**src/lbd_pkg.sv**
```systemverilog
// Package for the LZSS bit-packed decompressor: shared constants, the
// controller state type and the command/status structs between controller
// and datapath. No dependencies.
package lbd_pkg;

   localparam int BYTE_W           = 8;
   localparam int LEN_W            = 24;
   localparam int RES_W            = 32;   // bit reservoir width
   localparam int FILL_W           = 6;    // holds 0..32
   localparam int FILL_LIMIT       = 24;   // above this a new byte is dropped
   localparam int LIT_TOK_BITS     = 9;    // flag + literal
   localparam int MAX_RESULTS      = 17;   // results per transaction
   localparam int N_W              = 5;    // holds 0..MAX_RESULTS
   localparam logic [BYTE_W-1:0] BLANK_BYTE = 8'h20;

   localparam int DEF_WINDOW_BITS  = 11;
   localparam int DEF_LENGTH_BITS  = 4;

   typedef enum logic [2:0] {
      ST_CLEAR,
      ST_IDLE,
      ST_DECODE,
      ST_COPY,
      ST_FLUSH
   } lbd_state_type;

   typedef struct packed {
      logic clear_we;    // write one blank entry of the clearing pass
      logic load;        // shift the accepted byte into the reservoir
      logic take_lit;    // consume a literal token and emit it
      logic take_match;  // consume a match token and set up the copy
      logic copy_read;   // issue the next window read of the copy
      logic copy_emit;   // emit the pending copy byte
      logic flush;       // hand the staged byte on as the last result
   } lbd_cmd_type;

   typedef struct packed {
      logic clear_last;  // clearing pass is at its final entry
      logic ignore;      // stream done or reservoir too full
      logic lit_ok;      // a literal token can be taken now
      logic match_ok;    // a match token can be taken now
      logic emit_ok;     // the staging slot can take a byte this cycle
      logic out_free;    // output register can be loaded this cycle
      logic stage_valid; // a byte waits in the staging slot
      logic rd_pend;     // copy read data waits to be emitted
      logic rd_left;     // copy reads remain to be issued
   } lbd_sts_type;

endpackage

```
**src/lbd_ctrl.sv**
```systemverilog
// Controller state machine of the LZSS decompressor.
// Depends on lbd_pkg; drives commands to lbd_datapath from its status.
module lbd_ctrl
   import lbd_pkg::*;
(
   input  logic        clock,
   input  logic        reset,
   input  logic        req_tvalid,
   output logic        req_tready,
   input  lbd_sts_type sts,
   output lbd_cmd_type cmd
);

   lbd_state_type state_ff;
   lbd_state_type state_in;

   always_ff @(posedge clock) begin
      if (reset) begin
         state_ff <= ST_CLEAR;
      end else begin
         state_ff <= state_in;
      end
   end

   always_comb begin
      state_in   = state_ff;
      cmd        = '0;
      req_tready = 1'b0;
      case (state_ff)
         ST_CLEAR: begin
            cmd.clear_we = 1'b1;
            if (sts.clear_last) begin
               state_in = ST_IDLE;
            end
         end
         ST_IDLE: begin
            req_tready = 1'b1;
            if (req_tvalid && !sts.ignore) begin
               cmd.load = 1'b1;
               state_in = ST_DECODE;
            end
         end
         ST_DECODE: begin
            if (sts.lit_ok) begin
               // hold until the staging slot can take the byte
               cmd.take_lit = sts.emit_ok;
            end else if (sts.match_ok) begin
               cmd.take_match = 1'b1;
               state_in       = ST_COPY;
            end else begin
               state_in = ST_FLUSH;
            end
         end
         ST_COPY: begin
            cmd.copy_emit = sts.rd_pend && sts.emit_ok;
            cmd.copy_read = sts.rd_left && (!sts.rd_pend || cmd.copy_emit);
            if (!sts.rd_left && !sts.rd_pend) begin
               state_in = ST_DECODE;
            end
         end
         ST_FLUSH: begin
            if (!sts.stage_valid) begin
               state_in = ST_IDLE;
            end else if (sts.out_free) begin
               cmd.flush = 1'b1;
               state_in  = ST_IDLE;
            end
         end
         default: begin
            state_in = ST_CLEAR;
         end
      endcase
   end

endmodule

```
**config.mk**
```make
export PLATFORM = sky130hd
export DESIGN_NAME = lbd_ctrl
export DESIGN_NICKNAME = d
export VERILOG_FILES = /design/src/lbd_pkg.sv /design/src/lbd_ctrl.sv
export SDC_FILE = /design/constraint.sdc
export NUM_CORES = 1
export LEC_CHECK = 0
export ABC_AREA = 1
export BUFFER_PORTS_ARGS = -buffer_cell sky130_fd_sc_hd__buf_2
export CAP_MARGIN = 40
export CELL_PAD_IN_SITES_DETAIL_PLACEMENT = 0
export CELL_PAD_IN_SITES_GLOBAL_PLACEMENT = 1
export CORE_UTILIZATION = 24
export CTS_BUF_LIST = sky130_fd_sc_hd__clkbuf_4 sky130_fd_sc_hd__clkbuf_8
export DETAILED_ROUTE_END_ITERATION = 12
export PLACE_DENSITY_LB_ADDON = 0.1
export SLEW_MARGIN = 40
export SYNTH_ARGS = -nofsm -noshare
export SYNTH_HDL_FRONTEND = slang
export SYNTH_SLANG_ARGS = --single-unit
```
**constraint.sdc**
```tcl
create_clock -name clock -period 1 [get_ports clock]
set_input_delay 0.15 -clock clock [delete_from_list [all_inputs] [get_ports clock]]
set_output_delay 0.15 -clock clock [all_outputs]
set_load 0.02 [all_outputs]
```
==> impl_metrics.py <==
metrics = {
    "worst_setup_path": {
        "critical_path.max_fanout": 4,
        "critPathLaunchType": "register",
        "timing.critical_path.cells": "nand2_1 > nor2_2 > inv_2 > a211oi_4 > buf_6",
        "cp.buffers_inverters": 2,
        "critPathCaptureType": "output port",
        "critical_path.slowest_cell": "sky130_fd_sc_hd__dfxtp_4",
        "worst_ep_arrival_time_ns": 1.17,
        "crit_family": "flip-flops",
        "max_stage_delay_ns": 0.37,
        "crit_type": "register to output port",
        "worst_ep_required_time_ns": 0.85,
    },
    "timing": {
        "tns_ns": -2.64,
        "finalCritPeriodShare_pct": 132,
        "timing.max_slew.rel_slack_pct": 82.4,
        "rsz_0062_raised_after_global_routing": "yes",
        "setup_violations": 11,
        "worst_slew_pin_slew_ns": 0.261,
        "fin_ws_ns": -0.320,
        "final_period_minus_worst_setup_slack_ns": 1.32,
        "max_freq_ghz": 0.757,
        "slew_viol_final": 0,
        "clock_skew_ns": 0.00181,
        "finalHoldViolations": 0,
    },
    "floorplan": {
        "design.die.area_sq_um": 1560,
        "placementRows": 13,
        "core_sq_um": 1300,
        "initial_util_pct": 26.0,
        "die_span_x_um": 39.5,
        "die_ht_um": 39.5,
        "top_level_ports": 20,
    },
    "placement": {
        "dp.final_hpwl_um": 727,
        "dpl-instance-area_sq_um": 522,
        "port_buffers": 19,
        "gp_congestion": 0.709,
        "dp_slack_ns": -0.154,
    },
    "power_and_ir_drop": {
        "switching_power_uw": 1000,
        "combinational_share_of_power_pct": 75.8,
        "power.static_leakage_uw": 0.000385,
        "design_power_total_uw": 2190,
        "ir_drop_mv": 1.31,
        "power_density_nw_per_um2": 3050,
        "power_report.internal_total_uw": 1190,
        "switching_share_of_power_pct": 45.7,
        "power.clock.fraction_pct": 10.8,
        "seq_power_share_pct": 13.4,
    },
    "global_routing": {
        "groute.usage.overall_pct": 14.9,
        "wire_length_of_the_first_global_routing_pass_um": 1620,
        "first_global_vias": 409,
        "pin_count_of_the_biggest_net_entering_global_routing": 5,
        "grt-ovfl-total": 0,
        "number_of_antenna_violations_at_the_first_check_in_global_routing": 0,
    },
    "layout": {
        "finalInstanceArea_sq_um": 718,
        "regs_by_ff_count": "state_ff (3)",
        "largest_register": "state_ff",
        "largest_register_ffs": 3,
        "area_growth_pct": 113,
        "fill_cells": 126,
        "insertedDiodeCount": 0,
        "layout-drive-gt1-share_pct": 66.3,
        "fin_nets": 108,
    },
    "synthesis": {
        "synthDistinctLibCells": 18,
        "mappedNetlistNets": 72,
        "post_syn_instances": 60,
        "synth_area_sq_um": 338,
        "synthesis.yosys.warnings": 0,
        "syn_area_per_cell_sq_um": 5.63,
        "ys_seq_elements": 3,
        "synth_sequential_area_ratio_pct": 17.8,
    },
    "routing": {
        "drt-total-wl_um": 941,
        "ant_nets": 0,
        "wl_per_cell_um": 8.55,
        "detail_route.iter0.violations": 1,
        "route.detailed.drc": 0,
        "routed-via-count": 458,
        "drt_pre_antenna_iters": 2,
        "route.detailed.vias_per_inst": 4.16,
    },
    "min_path": {
        "min-delay-path-class": "primary input to register",
    },
    "clock_network": {
        "holdBufCountCts": 0,
        "clkSinkCount": 3,
        "cts_tree": "built",
        "clock-root-buffer": "sky130_fd_sc_hd__clkbuf_4",
        "cts-buffers-inserted": 3,
        "worstSkewPairLatency_ns": 0.23,
        "worst_setup_hold_path_clk_slew_ns": 0.03,
        "clockBufferDepth": 2,
        "htreeDepth": 1,
    },
    "run": {
        "drv.max_cap_violation_count": 0,
    },
    "run_status": {
        "result_of_the_run": "finished with violations",
        "failed_checks": "setup timing",
    },
}
-- power groups by stage --
| stage | clock [uW] | sequential, uW | combinational, uW |
|---|---|---|---|
| 2_1_floorplan | 0 | 271 | 756 |
| 5_1_grt | 262 | 300 | 1830 |
| 3_5_place_dp | 0 | 279 | 1050 |
| 6_report | 237 | 295 | 1660 |
| 3_3_place_gp | 0 | 275 | 1060 |
| 4_1_cts | 243 | 273 | 1530 |
-- metrics by stage --
step / util [%] / hold slack, ns / instances
global placement: 40.1 / 0.339 / 99
CTS: 52.8 / 0.0941 / 110
finish: 55.2 / 0.0964 / 110
detailed placement: 40.1 / 0.336 / 99
floorplan: - / 0.205 / 60
global route: 55.2 / 0.110 / 110
-- layer usage --
| metal | global-route usage, % | part of all wire [%] | vias up |
|---|---|---|---|
| met3 | 3.98 | 5.2 | 0 |
| met2 | 25.0 | 49 | 12 |
| met5 | 0 | 0 | - |
| met1 | 19.0 | 46 | 195 |
| li1 | - | - | 251 |
| met4 | 2.59 | 0 | 0 |
-- kinds of logic (layout without fill, tap and decap cells) --
| group | Yosys count | in the layout | synth area share [%] |
|---|---|---|---|
| buf+inv | 17 | 52 | 18.9 |
| simple gates | 36 | 36 | 55.6 |
| flops | 3 | 3 | 17.8 |
| compound gates | 4 | 4 | 7.78 |
-- synthesized netlist by cell type --
library cell / count / area, sq um
sky130_fd_sc_hd__nand2_2: 3 / 18.8
sky130_fd_sc_hd__dfxtp_1: 3 / 60.1
sky130_fd_sc_hd__nand4_1: 2 / 12.5
sky130_fd_sc_hd__inv_1: 16 / 60.1
sky130_fd_sc_hd__nor2_2: 1 / 6.26
sky130_fd_sc_hd__nand3_2: 1 / 10.0
sky130_fd_sc_hd__o21ai_1: 1 / 5.00
sky130_fd_sc_hd__nor4_1: 1 / 6.26
sky130_fd_sc_hd__nand2_1: 9 / 33.8
sky130_fd_sc_hd__a21oi_2: 1 / 8.76
sky130_fd_sc_hd__nand3_1: 5 / 25.0
sky130_fd_sc_hd__inv_2: 1 / 3.75
sky130_fd_sc_hd__nor2_1: 9 / 33.8
sky130_fd_sc_hd__a211oi_1: 1 / 7.51
sky130_fd_sc_hd__nor3_1: 2 / 10.0
sky130_fd_sc_hd__and2b_2: 1 / 8.76
sky130_fd_sc_hd__nor2_4: 2 / 22.5
sky130_fd_sc_hd__a21oi_1: 1 / 5.00
-- layout by cell type (no fill, tap or decap) --
master,synthesis,layout
sky130_fd_sc_hd__inv_4,0,1
sky130_fd_sc_hd__nor4_1,1,1
sky130_fd_sc_hd__o21ai_1,1,1
sky130_fd_sc_hd__clkbuf_4,0,4
sky130_fd_sc_hd__nand3_2,1,3
sky130_fd_sc_hd__nand3_4,0,1
sky130_fd_sc_hd__inv_1,16,11
sky130_fd_sc_hd__nand4_1,2,2
sky130_fd_sc_hd__nor2_2,1,3
sky130_fd_sc_hd__and2b_2,1,1
sky130_fd_sc_hd__nand2_1,9,9
sky130_fd_sc_hd__buf_6,0,9
sky130_fd_sc_hd__buf_2,0,11
sky130_fd_sc_hd__nor3_1,2,1
sky130_fd_sc_hd__nand2_2,3,1
sky130_fd_sc_hd__dfxtp_2,0,2
sky130_fd_sc_hd__nor2_4,2,5
sky130_fd_sc_hd__inv_2,1,5
sky130_fd_sc_hd__a21oi_1,1,1
sky130_fd_sc_hd__nor2_1,9,4
sky130_fd_sc_hd__nand3_1,5,2
sky130_fd_sc_hd__nor3_4,0,1
sky130_fd_sc_hd__dfxtp_4,0,1
sky130_fd_sc_hd__buf_4,0,11
sky130_fd_sc_hd__nand2_4,0,2
sky130_fd_sc_hd__a21oi_2,1,1
sky130_fd_sc_hd__a211oi_4,0,1
-- worst paths after layout --
path	start	end	slack (ns)	cells past startpoint
max reg2reg	state_ff[1]$_SDFFE_PP0P_	state_ff[2]$_SDFFE_PP0P_	-0.28	10
min reg2reg	state_ff[0]$_SDFFE_PP0P_	state_ff[2]$_SDFFE_PP0P_	0.62	3
min	reset	state_ff[0]$_SDFFE_PP0P_	0.1	2
max	state_ff[0]$_SDFFE_PP0P_	cmd[2]	-0.32	5
-- layout make-up --
type	instances	area [sq um]	area share, %
Multi-Input combinational cell	40	298	41.5
Sequential cell	3	66.3	9.23
Inverter	17	66.3	9.23
Clock buffer	4	30.0	4.18
Tap cell	15	18.8	2.61
Timing Repair Buffer	31	239	33.3
-- what timing repair did --
item / 4_1_cts / 5_1_grt
setup endpoints to repair: 11 / 11
setup buffers: 7 / 0
gates resized for setup: 24 / 10
pin swaps: 9 / 4
Note: power is estimated with default switching activity, not from simulation.
